===== src/nibble_rle_decoder_macros.svh =====
// ----------------------------------------------------------------------------
// nibble_rle_decoder_macros
// assertion helpers used by the decoder back end
// ----------------------------------------------------------------------------
`ifndef NIBBLE_RLE_DECODER_MACROS_SVH
`define NIBBLE_RLE_DECODER_MACROS_SVH

// condition holds on every clock edge out of reset
`define NRLE_ASSERT_ALWAYS(label, cond, msg) \
    label: assert property (@(posedge i_clk) disable iff (!i_rst_n) (cond)) \
        else $error(msg);

// antecedent on one edge implies consequent on the next
`define NRLE_ASSERT_NEXT(label, ante, cons, msg) \
    label: assert property (@(posedge i_clk) disable iff (!i_rst_n) (ante) |=> (cons)) \
        else $error(msg);

`endif


===== src/nrle_pkg.sv =====
// ----------------------------------------------------------------------------
// nrle_pkg
// types, constants and the nybble step function of the rle decoder
// ----------------------------------------------------------------------------
`timescale 1ns / 1ps
`default_nettype none

package nrle_pkg;

    localparam int QDEPTH = 4;
    localparam int QAW    = $clog2(QDEPTH);

    localparam logic [3:0] CODE_END    = 4'h0;
    localparam logic [3:0] RAW_BIAS    = 4'd7;
    localparam logic [3:0] RLE_BIAS    = 4'd3;

    typedef enum logic [1:0] {
        PH_CODE = 2'd0,
        PH_RLE  = 2'd1,
        PH_RAW  = 2'd2
    } t_phase;

    typedef enum logic {
        ST_LOAD = 1'b0,
        ST_EMIT = 1'b1
    } t_bstate;

    typedef struct packed {
        logic [3:0] v;
        logic       is_zero;
        logic       is_short;
    } t_nyb;

    typedef struct packed {
        t_nyb hi;
        t_nyb lo;
    } t_qent;

    typedef struct packed {
        t_phase     phase;
        logic [3:0] raw_left;
        logic [3:0] repeat_count;
        logic [3:0] held;
        logic       half;
    } t_dec;

    typedef struct packed {
        t_dec       nxt;
        logic [2:0] cnt;
        logic [7:0] first;
        logic [7:0] rest;
        logic       is_end;
    } t_step;

    function automatic t_nyb classify(input logic [3:0] v);
        t_nyb n;
        n.v        = v;
        n.is_zero  = (v == CODE_END);
        n.is_short = !v[3] && (v != CODE_END);
        return n;
    endfunction

    function automatic t_step step_nyb(input t_dec s, input t_nyb n);
        t_step      r;
        logic [4:0] tot;
        r.nxt    = s;
        r.cnt    = 3'd0;
        r.first  = {n.v, n.v};
        r.rest   = {n.v, n.v};
        r.is_end = 1'b0;
        tot      = {1'b0, s.repeat_count} + {4'b0, s.half};
        case (s.phase)
            PH_RLE: begin
                r.cnt              = tot[3:1];
                if (s.half) begin
                    r.first = {s.held, n.v};
                end
                r.nxt.half         = tot[0];
                r.nxt.held         = tot[0] ? n.v : 4'd0;
                r.nxt.repeat_count = 4'd0;
                r.nxt.phase        = PH_CODE;
            end
            PH_RAW: begin
                if (s.half) begin
                    r.cnt      = 3'd1;
                    r.first    = {s.held, n.v};
                    r.nxt.half = 1'b0;
                    r.nxt.held = 4'd0;
                end else begin
                    r.nxt.half = 1'b1;
                    r.nxt.held = n.v;
                end
                r.nxt.raw_left = s.raw_left - 4'd1;
                if (s.raw_left == 4'd1) begin
                    r.nxt.phase = PH_CODE;
                end
            end
            default: begin
                if (n.is_zero) begin
                    r.nxt.phase        = PH_CODE;
                    r.nxt.raw_left     = 4'd0;
                    r.nxt.repeat_count = 4'd0;
                    r.nxt.held         = 4'd0;
                    r.nxt.half         = 1'b0;
                    r.is_end           = 1'b1;
                end else if (n.is_short) begin
                    r.nxt.repeat_count = n.v + RLE_BIAS;
                    r.nxt.phase        = PH_RLE;
                end else begin
                    r.nxt.raw_left = n.v - RAW_BIAS;
                    r.nxt.phase    = PH_RAW;
                end
            end
        endcase
        return r;
    endfunction

endpackage

`default_nettype wire


===== src/nibble_rle_decoder.sv =====
// a pushed byte is queued, planned into the segment registers, then emitted
//   beat by beat into the result slot; all beats of a byte go out before
//   the next byte is popped, at most one beat a cycle while the slot is free
// a 4-deep byte queue lets push run ahead while results drain
// reset: synchronous active low; clears queue, decode state and result slot
// ----------------------------------------------------------------------------
// nibble_rle_decoder
// nybble run-length decoder with queue-style input and result ports
// ----------------------------------------------------------------------------
`timescale 1ns / 1ps
`default_nettype none

module nibble_rle_decoder (
    input  wire logic       i_clk,
    input  wire logic       i_rst_n,
    input  wire logic       push,
    output logic            full,
    input  wire logic [7:0] i_packed_byte,
    output logic            empty,
    input  wire logic       pop,
    output logic [7:0]      o_plain_byte,
    output logic            o_byte_valid,
    output logic            o_stream_end,
    output logic            o_last
);

    logic            q_valid;
    logic            q_pop;
    nrle_pkg::t_qent q_data;

    nrle_front u_front (
        .i_clk         (i_clk),
        .i_rst_n       (i_rst_n),
        .i_push        (push),
        .o_full        (full),
        .i_packed_byte (i_packed_byte),
        .i_q_pop       (q_pop),
        .o_q_valid     (q_valid),
        .o_q_data      (q_data)
    );

    nrle_back u_back (
        .i_clk        (i_clk),
        .i_rst_n      (i_rst_n),
        .i_q_valid    (q_valid),
        .i_q_data     (q_data),
        .o_q_pop      (q_pop),
        .i_pop        (pop),
        .o_empty      (empty),
        .o_plain_byte (o_plain_byte),
        .o_byte_valid (o_byte_valid),
        .o_stream_end (o_stream_end),
        .o_last       (o_last)
    );

endmodule

`default_nettype wire


===== src/nrle_front.sv =====
// ----------------------------------------------------------------------------
// nrle_front
// accepts packed bytes, splits and classifies nybbles, queues them
// ----------------------------------------------------------------------------
`timescale 1ns / 1ps
`default_nettype none

module nrle_front (
    input  wire logic              i_clk,
    input  wire logic              i_rst_n,
    input  wire logic              i_push,
    output logic                   o_full,
    input  wire logic [7:0]        i_packed_byte,
    input  wire logic              i_q_pop,
    output logic                   o_q_valid,
    output nrle_pkg::t_qent        o_q_data
);

    nrle_pkg::t_qent              r_mem [nrle_pkg::QDEPTH];
    logic [nrle_pkg::QAW-1:0]     r_wp, n_wp;
    logic [nrle_pkg::QAW-1:0]     r_rp, n_rp;
    logic [nrle_pkg::QAW:0]       r_cnt, n_cnt;
    logic                         wr;
    logic                         rd;
    nrle_pkg::t_qent              ent;

    assign o_full    = (r_cnt == (nrle_pkg::QAW + 1)'(nrle_pkg::QDEPTH));
    assign o_q_valid = (r_cnt != '0);
    assign o_q_data  = r_mem[r_rp];

    assign wr = i_push && !o_full;
    assign rd = i_q_pop && o_q_valid;

    always_comb begin
        ent.hi = nrle_pkg::classify(i_packed_byte[7:4]);
        ent.lo = nrle_pkg::classify(i_packed_byte[3:0]);
        n_wp   = wr ? r_wp + 1'b1 : r_wp;
        n_rp   = rd ? r_rp + 1'b1 : r_rp;
        n_cnt  = r_cnt;
        if (wr && !rd) begin
            n_cnt = r_cnt + 1'b1;
        end else if (rd && !wr) begin
            n_cnt = r_cnt - 1'b1;
        end
    end

    always_ff @(posedge i_clk) begin
        if (!i_rst_n) begin
            r_wp  <= '0;
            r_rp  <= '0;
            r_cnt <= '0;
        end else begin
            r_wp  <= n_wp;
            r_rp  <= n_rp;
            r_cnt <= n_cnt;
        end
    end

    always_ff @(posedge i_clk) begin
        if (wr) begin
            r_mem[r_wp] <= ent;
        end
    end

endmodule

`default_nettype wire


===== src/nrle_back.sv =====
// ----------------------------------------------------------------------------
// nrle_back
// decodes per byte and emits one result beat per cycle while the slot is free
// ----------------------------------------------------------------------------
`timescale 1ns / 1ps
`default_nettype none

`include "nibble_rle_decoder_macros.svh"

module nrle_back (
    input  wire logic              i_clk,
    input  wire logic              i_rst_n,
    input  wire logic              i_q_valid,
    input  wire nrle_pkg::t_qent   i_q_data,
    output logic                   o_q_pop,
    input  wire logic              i_pop,
    output logic                   o_empty,
    output logic [7:0]             o_plain_byte,
    output logic                   o_byte_valid,
    output logic                   o_stream_end,
    output logic                   o_last
);

    nrle_pkg::t_bstate r_st, n_st;
    nrle_pkg::t_dec    r_dec, n_dec;

    logic [2:0] r_a_cnt, n_a_cnt;
    logic [7:0] r_a_first, n_a_first;
    logic [7:0] r_a_rest, n_a_rest;
    logic       r_a_end, n_a_end;
    logic [2:0] r_b_cnt, n_b_cnt;
    logic [7:0] r_b_first, n_b_first;
    logic [7:0] r_b_rest, n_b_rest;
    logic [2:0] r_total, n_total;
    logic [2:0] r_idx, n_idx;

    logic       r_out_valid, n_out_valid;
    logic [7:0] r_out_byte, n_out_byte;
    logic       r_out_bv, n_out_bv;
    logic       r_out_end, n_out_end;
    logic       r_out_last, n_out_last;

    nrle_pkg::t_step s1;
    nrle_pkg::t_step s2;
    logic            slot_free;
    logic            emit;
    logic [2:0]      j;
    logic [7:0]      sel_byte;
    logic            sel_bv;
    logic            sel_last;

    assign o_empty      = !r_out_valid;
    assign o_plain_byte = r_out_byte;
    assign o_byte_valid = r_out_bv;
    assign o_stream_end = r_out_end;
    assign o_last       = r_out_last;

    assign slot_free = !r_out_valid || i_pop;
    assign emit      = (r_st == nrle_pkg::ST_EMIT) && slot_free;
    assign o_q_pop   = (r_st == nrle_pkg::ST_LOAD) && i_q_valid;

    // plan for one byte: segment a from the high nybble, b from the low one
    always_comb begin
        s1 = nrle_pkg::step_nyb(r_dec, i_q_data.hi);
        s2 = nrle_pkg::step_nyb(s1.nxt, i_q_data.lo);
    end

    // pick the result at the current index
    always_comb begin
        j        = r_idx - r_a_cnt;
        sel_last = (r_idx == r_total - 3'd1);
        if (r_idx < r_a_cnt) begin
            sel_byte = (r_idx == 3'd0) ? r_a_first : r_a_rest;
            sel_bv   = 1'b1;
        end else if (!r_a_end && (j < r_b_cnt)) begin
            sel_byte = (j == 3'd0) ? r_b_first : r_b_rest;
            sel_bv   = 1'b1;
        end else begin
            sel_byte = 8'h00;
            sel_bv   = 1'b0;
        end
    end

    always_comb begin
        n_st        = r_st;
        n_dec       = r_dec;
        n_a_cnt     = r_a_cnt;
        n_a_first   = r_a_first;
        n_a_rest    = r_a_rest;
        n_a_end     = r_a_end;
        n_b_cnt     = r_b_cnt;
        n_b_first   = r_b_first;
        n_b_rest    = r_b_rest;
        n_total     = r_total;
        n_idx       = r_idx;
        n_out_valid = i_pop ? 1'b0 : r_out_valid;
        n_out_byte  = r_out_byte;
        n_out_bv    = r_out_bv;
        n_out_end   = r_out_end;
        n_out_last  = r_out_last;
        case (r_st)
            nrle_pkg::ST_LOAD: begin
                if (i_q_valid) begin
                    n_dec     = s1.is_end ? s1.nxt : s2.nxt;
                    n_a_cnt   = s1.cnt;
                    n_a_first = s1.first;
                    n_a_rest  = s1.rest;
                    n_a_end   = s1.is_end;
                    n_b_cnt   = s1.is_end ? 3'd0 : s2.cnt;
                    n_b_first = s2.first;
                    n_b_rest  = s2.rest;
                    n_total   = s1.cnt + {2'b0, s1.is_end}
                              + (s1.is_end ? 3'd0 : s2.cnt + {2'b0, s2.is_end});
                    n_idx     = 3'd0;
                    if (n_total != 3'd0) begin
                        n_st = nrle_pkg::ST_EMIT;
                    end
                end
            end
            nrle_pkg::ST_EMIT: begin
                if (emit) begin
                    n_out_valid = 1'b1;
                    n_out_byte  = sel_byte;
                    n_out_bv    = sel_bv;
                    n_out_end   = !sel_bv;
                    n_out_last  = sel_last;
                    n_idx       = r_idx + 3'd1;
                    if (sel_last) begin
                        n_st = nrle_pkg::ST_LOAD;
                    end
                end
            end
            default: begin
                n_st = nrle_pkg::ST_LOAD;
            end
        endcase
    end

    always_ff @(posedge i_clk) begin
        if (!i_rst_n) begin
            r_st             <= nrle_pkg::ST_LOAD;
            r_dec.phase      <= nrle_pkg::PH_CODE;
            r_dec.raw_left   <= 4'd0;
            r_dec.repeat_count <= 4'd0;
            r_dec.held       <= 4'd0;
            r_dec.half       <= 1'b0;
            r_out_valid      <= 1'b0;
            r_idx            <= 3'd0;
            r_total          <= 3'd0;
        end else begin
            r_st        <= n_st;
            r_dec       <= n_dec;
            r_out_valid <= n_out_valid;
            r_idx       <= n_idx;
            r_total     <= n_total;
        end
    end

    always_ff @(posedge i_clk) begin
        r_a_cnt    <= n_a_cnt;
        r_a_first  <= n_a_first;
        r_a_rest   <= n_a_rest;
        r_a_end    <= n_a_end;
        r_b_cnt    <= n_b_cnt;
        r_b_first  <= n_b_first;
        r_b_rest   <= n_b_rest;
        r_out_byte <= n_out_byte;
        r_out_bv   <= n_out_bv;
        r_out_end  <= n_out_end;
        r_out_last <= n_out_last;
    end

    `NRLE_ASSERT_ALWAYS(a_idx_range, (r_st != nrle_pkg::ST_EMIT) || (r_idx < r_total),
        "emit index past planned result count")
    `NRLE_ASSERT_ALWAYS(a_end_excl, !(r_out_valid && r_out_bv && r_out_end),
        "result flagged both byte and stream end")
    `NRLE_ASSERT_NEXT(a_last_done, emit && sel_last, r_st == nrle_pkg::ST_LOAD,
        "last beat did not return to load")

endmodule

`default_nettype wire

===== config.mk =====
export PLATFORM = sky130hd
export DESIGN_NAME = nibble_rle_decoder
export DESIGN_NICKNAME = d
export VERILOG_FILES = /design/src/nrle_pkg.sv /design/src/nibble_rle_decoder.sv /design/src/nrle_front.sv /design/src/nrle_back.sv
export VERILOG_INCLUDE_DIRS = /design/src /design/src/src
export SDC_FILE = /design/constraint.sdc
export NUM_CORES = 1
export LEC_CHECK = 0
export ABC_AREA = 1
export ABC_CLOCK_PERIOD_IN_PS = 3700
export BUFFER_PORTS_ARGS = -buffer_cell sky130_fd_sc_hd__buf_4
export CAP_MARGIN = 20
export CORE_UTILIZATION = 55
export CTS_CLUSTER_SIZE = 28
export DETAILED_ROUTE_END_ITERATION = 7
export PLACE_DENSITY = 0.79
export SYNTH_ARGS = -nofsm -noshare
export SYNTH_HDL_FRONTEND = slang
export SYNTH_SLANG_ARGS = --single-unit

===== constraint.sdc =====
create_clock -name i_clk -period 3.7 [get_ports i_clk]
set_input_delay 0.555 -clock i_clk [delete_from_list [all_inputs] [get_ports i_clk]]
set_output_delay 0.555 -clock i_clk [all_outputs]
set_load 0.05 [all_outputs]

# Yosys cells after proc, flatten, opt, wreduce, memory -nomap -nowiden
# Memories as Yosys holds them, arrays and structs flattened. A register that Yosys moved wholly into a read port is not among the register bits.
# Index checks and enable logic that the tools add are counted.
[totals]
reg_bits = 80
mem_bits_rw = 48
inputBits = 12
output_inout_bits = 13
n_memories = 1
[classes]
n_addsub = 18
n_lt_le_gt_ge = 2
n_eq_ne = 10
muxes = 59
n_bitwise = 1
n_reduce_logical = 32
[mem_list]
columns = ["memory", "depth", "word_bits", "rd", "rd_clocked_by_memory_dff", "wr", "line", "text"]
rows = [
  ["u_front.r_mem", 4, 12, 1, 1, 1, "nrle_front.sv:19", "nrle_pkg::t_qent r_mem [nrle_pkg::QDEPTH];"],
]
[ops]
columns = ["operator", "count"]
rows = [
  ["8-bit 2-to-1 mux", 6],
  ["11-bit one-hot mux with 2 select lines", 2],
  ["4-bit one-hot mux with 2 select lines", 4],
  ["4-bit 2-to-1 mux", 6],
  ["10-bit 2-to-1 mux", 2],
  ["5-bit 2-to-1 mux", 4],
  ["5-bit one-hot mux with 2 select lines", 2],
  ["9-bit 2-to-1 mux", 2],
  ["1-bit 2-to-1 mux", 15],
  ["15-bit 2-to-1 mux", 1],
  ["3-bit 2-to-1 mux", 5],
  ["2-bit 2-to-1 mux", 6],
  ["1-bit logical AND", 9],
  ["4-bit by 1-bit adder with 4-bit output", 2],
  ["4-bit by 2-bit adder with 4-bit output (second input constant)", 2],
  ["4-bit by 1-bit equality test with 1-bit output (second input constant)", 2],
  ["1-bit logical NOT", 8],
  ["4-bit logical NOT", 2],
  ["2-bit one-hot mux with 2 select lines", 2],
  ["4-bit nonzero test", 2],
  ["4-bit by 1-bit subtractor with 4-bit output (second input constant)", 2],
  ["4-bit by 3-bit subtractor with 4-bit output (second input constant)", 2],
  ["3-bit by 1-bit adder with 3-bit output", 2],
  ["3-bit by 1-bit adder with 3-bit output (second input constant)", 2],
  ["20 further kinds", 30],
]

# Depth between registers and ports, before layout
[depth]
word_depth = 14
ltp_mapped = 27
ltp_nobuf = 25

# Modules after synthesis
# Synthesis repeated with hierarchy kept, for this count alone.
[unflattened]
hier_cells = 657
area_unflattened_um2 = 6109.6
[modules_own_cells]
columns = ["module", "instances", "cells_each", "area_per_inst_um2", "seq_area_each_um2"]
rows = [
  ["nrle_back", 1, 468, 3811.2, 1481.4],
  ["nrle_front", 1, 189, 2298.5, 1621.6],
]

# Worst setup path before layout
# OpenSTA, ideal clock, no wires.
[synth_path]
kind = "register to register"
start = "reg u_back.r_dec[13] (netlist bit)"
end = "reg u_back.r_st"
setup_time_ns = 0.112
t_arrival_ns = 3.496
required_time_ns = 3.588
slack_ns = 0.092
stages_incl_launch_ff = 24
period_less_slack_ns = 3.608
cell_sequence = "dfxtp_1 > inv_1 > ha_1 > clkbuf_2 > nor2_1 > a22oi_1 > o21ai_0 > nand2_1 > inv_2 > ha_1 > ha_1 > nand2_1 > o21ai_0 > inv_1 > a211oi_1 > fa_1 > inv_1 > fa_1 > xnor2_1 > inv_1 > nand2_1 > nand3_1 > nand2_1 > nand2_1"
[synth_between]
elab_chain_len = 12
elab_cells_between_ends = 24
classes_between = "add/sub: 4; eq/ne: 4; mux: 13; reduce/logical: 3"
[synth_lines]
columns = ["item", "line", "text"]
rows = [
  ["from (decl)", "nrle_back.sv:25", "nrle_pkg::t_dec r_dec, n_dec;"],
  ["from (signal assigned)", "nrle_back.sv:152", "r_dec <= n_dec;"],
  ["branches (longest 7 deep; another with 4-bit by 1-bit adder with 4-bit output)", "--", ""],
  ["3-bit adder (*)", "nrle_back.sv:113", "+ (s1.is_end ? 3'd0 : s2.cnt + {2'b0, s2.is_end});"],
  ["3-bit nonzero test (*)", "nrle_back.sv:115", "if (n_total != 3'd0) begin"],
  ["1-bit 2-to-1 mux (*)", "nrle_back.sv:115", ""],
  ["1-bit 2-to-1 mux (*)", "nrle_back.sv:103", "if (i_q_valid) begin"],
  ["1-bit one-hot mux with 2 select lines (*)", "nrle_back.sv:101", "case (r_st)"],
  ["to (signal assigned)", "nrle_back.sv:141", "r_st <= nrle_pkg::ST_LOAD;"],
  ["to (signal assigned)", "nrle_back.sv:151", "r_st <= n_st;"],
  ["to (decl)", "nrle_back.sv:24", "nrle_pkg::t_bstate r_st, n_st;"],
]
# Every way passes the cells marked *.
# A chain may end at the register's enable or synchronous reset.

# Worst setup path in the final report
# Same ends and word-level chain as after synthesis.

==> impl_metrics.ini <==
[finish]
fillCellCount = 784
fin_cells = 870
seqCellArea_sq_um = 3110
area_growth_pct = 19.25
stdcell_area_sq_um = 7239
multi_input_area_sq_um = 2515
drive_above_1_share_pct = 19.07
num_antenna_cells = 0
final_nets = 767

[die]
die_x_um = 107.1
die_h_um = 107.1
core-area_sq_um = 10510
dieArea_sq_um = 11460
ios = 25
rows = 37
initial_utilization_pct = 57.77

[logic_synthesis]
ys_seq_elements = 114
synth-main-ff-cell = edfxtp_1
synthMuxAreaShare_pct = 0.3710
synth_fa_ha_area_share_pct = 7.502
synth_compound_area_share_pct = 13.05
synth_nets = 702
synth_edf_count = 82
yosysSeqAreaShare_pct = 51.11
synth_warnings = 0
async_flop_share_pct = 0
syn_area_sq_um = 6071
avgSynthCellArea_sq_um = 9.254
netlist.area_leader.share_pct = 40.56
synthXorXnorAreaFrac_pct = 1.876
synth_cells = 656
yosys.area_share.simple_pct = 17.77
synth_top_family_by_area = simple AND/OR/NAND/NOR gates
yosys.area.top_type = edfxtp_1
ys_top_cells_by_area = edfxtp_1, dfxtp_1, nand2_1
synth_cell_types = 54

[clock_network]
clk_latency_ns = 0.53
clockBufferDepth = 2
cts_tree = yes
cts_inserted_buffers = 17
ctsHoldBuffers = 0
h-tree-depth = 4
clock_sinks = 114
cts_root_buf = clkbuf_8
cts.clk_slew.worst_paths_ns = 0.06

[placement]
postPlaceCellArea_sq_um = 6575
dp_cells = 836
portBuffers = 24
gp_congestion = 0.9328
post-place-ws_ns = 0.04786
dp_hpwl_mm = 10.59

[sta]
max_freq_ghz = 0.2863
max_slew_margin_pct = 46.53
finalSetupViolCount = 0
finalCritPeriodShare_pct = 94.39
setup_ws_ns = 0.2074
tightest_slew_ns = 0.7959
fin_skew_ns = 0.01133
hold_slack_ns = 0.2444
maxSlewViolCount = 0
period_needed_ns = 3.493
hold_viol_final = 0

[route]
num_vias = 4876
met1Wirelength_mm = 5.952
wl_met3_um = 840
wirelength_mm = 14.87
wl_met2_mm = 7.657
ant_nets = 0
drt_iter0_markers = 421
drc = 0
highest_layer = met4
drtPass1Iterations = 6
avgViaCountPerCell = 5.605
routedWlPerCell_um = 17.09

[setup_path]
required_ns = 4.13
worstSetupPathType = reg2reg
endpoint_kind = register
crit_path_start_kind = register
cp.arrival_ns = 3.92
cp_max_fo = 6

[global_route]
grt_pass1_vias = 4893
grt_first_pass_wirelength_mm = 23.93
grtUsageTotal_pct = 27.98
grt-ovfl-total = 0
grt_max_degree = 31
antenna_found_initial = 0

[run]
maxCapViolations = 0

[run_status]
status = finished clean

[min_path]
worstHoldPathType = in2reg
==> timing repair <==
action	4_1_cts	5_1_grt
buffers inserted	0	1
resized for setup	0	18
setup endpoints to repair	0	3
==> path summary, 6_finish.rpt <==
kind                                                startpoint                             end  slack, ns  cells past startpoint
worst max-delay path             u_back.r_dec[13]$_SDFFE_PN0P_          u_back.r_st$_SDFF_PN0_       0.21                     22
worst min-delay path                          i_packed_byte[5]   u_front.r_mem[3][9]$_DFFE_PP_       0.24                      1
worst max register to register   u_back.r_dec[13]$_SDFFE_PN0P_          u_back.r_st$_SDFF_PN0_       0.21                     22
worst min register to register  u_back.r_total[2]$_SDFFE_PN0P_  u_back.r_total[2]$_SDFFE_PN0P_       0.47                      2
==> layer usage <==
metal / track usage [%] / vias up
met3: 5.775 / 39
met4: 13.01 / 0
met1: 32.42 / 2293
met5: 0 / -
met2: 49.45 / 184
li1: - / 2360
==> registers in the layout, indices dropped and copies added (netlist names), 2 cells and up, named ones only <==
name and count:
u_back.r_a_cnt 3, u_back.o_plain_byte 8, u_back.r_a_first 4, u_front.r_wp 2, u_back.r_b_rest 4, u_back.r_b_first 4, u_back.r_dec 15, u_front.r_mem 48
u_back.r_b_cnt 3, u_back.r_total 3, u_back.r_a_rest 4, u_back.r_idx 3, u_front.r_cnt 3, u_front.r_rp 2
==> placed cells by master, fill, tap and decap left out, drive strengths merged, types with 2 or more instances in the layout <==
cell        n
nand2     139
inv       109
edfxtp     82
buf        58
nand3      43
nor2       42
o21ai      41
a21oi      38
dfxtp      32
ha         30
clkbuf     18
o22ai      10
a22oi       8
xor2        7
nor3        7
clkinv      7
xnor2       6
clkinvlp    5
a211oi      5
a32oi       5
o32ai       4
a31oi       4
fa          4
nand4       3
o31ai       3
nor4        3
a221oi      3
bufinv      3
mux2        2
or2         2
and3        2
a21boi      2
==> synthesized netlist by cell type, types with 2 or more instances <==
library cell,count
a21oi_1,37
nand3_1,40
fa_1,4
xnor2_1,6
nand4_1,3
inv_1,99
o22ai_1,10
a211oi_1,5
nor4_1,3
o21ai_1,7
nand2_1,124
clkinv_1,2
nor2_4,2
o31ai_1,3
dfxtp_1,32
a21boi_0,2
buf_6,3
inv_2,8
nand2_2,14
o21ai_0,33
xor2_1,7
a221oi_1,3
nor2_1,39
a31oi_1,3
nand3_2,3
nor3_1,6
buf_2,2
or2_2,2
edfxtp_1,82
mux2_2,2
and3_1,2
a32oi_2,2
a32oi_1,3
clkbuf_1,4
ha_1,30
o32ai_1,4
a22oi_1,8
==> layout make-up <==
class,instances,share of cell area (%)
clock buffers,18,5.773
flip-flops and latches,114,42.97
clock inverters,14,2.264
repair buffers,58,6.170
inverters,110,5.738
well taps,136,2.350
multi-input cells,420,34.74
==> metrics by stage <==
stage | util (%) | setup TNS (ns)
2_1_floorplan | - | 0
3_5_place_dp | 62.57 | 0
5_1_grt | 68.89 | -0.06603
6_report | 68.89 | 0
4_1_cts | 68.10 | 0
3_3_place_gp | 62.57 | 0
==> worst max-delay path, cell delays in order (launching register included) <==
cell      delay, ns
dfxtp_2        0.35
inv_1          0.08
ha_4           0.30
nor2_1         0.07
a22oi_2        0.16
o21ai_0        0.12
nand2_1        0.11
inv_2          0.07
ha_1           0.20
ha_1           0.28
nand2_1        0.04
o21ai_0        0.06
inv_1          0.08
a211oi_2       0.27
fa_2           0.23
inv_1          0.05
fa_1           0.42
xnor2_1        0.20
inv_1          0.07
nand2_1        0.08
nand3_1        0.07
nand2_1        0.06
nand2_1        0.04
==> logic make-up after synthesis <==
group                      after synthesis
and+or+nand+nor                        242
AOI/OAI and AO/OA                      128
buffers and inverters                  122
DFF                                    114
adders and majority gates               34
xor gates and xnor gates                13
muxes                                    2
other                                    1
Power is left out: the tool's default activity adds up to more than one toggle a clock period on the data nets, which glitch-free logic cannot reach.
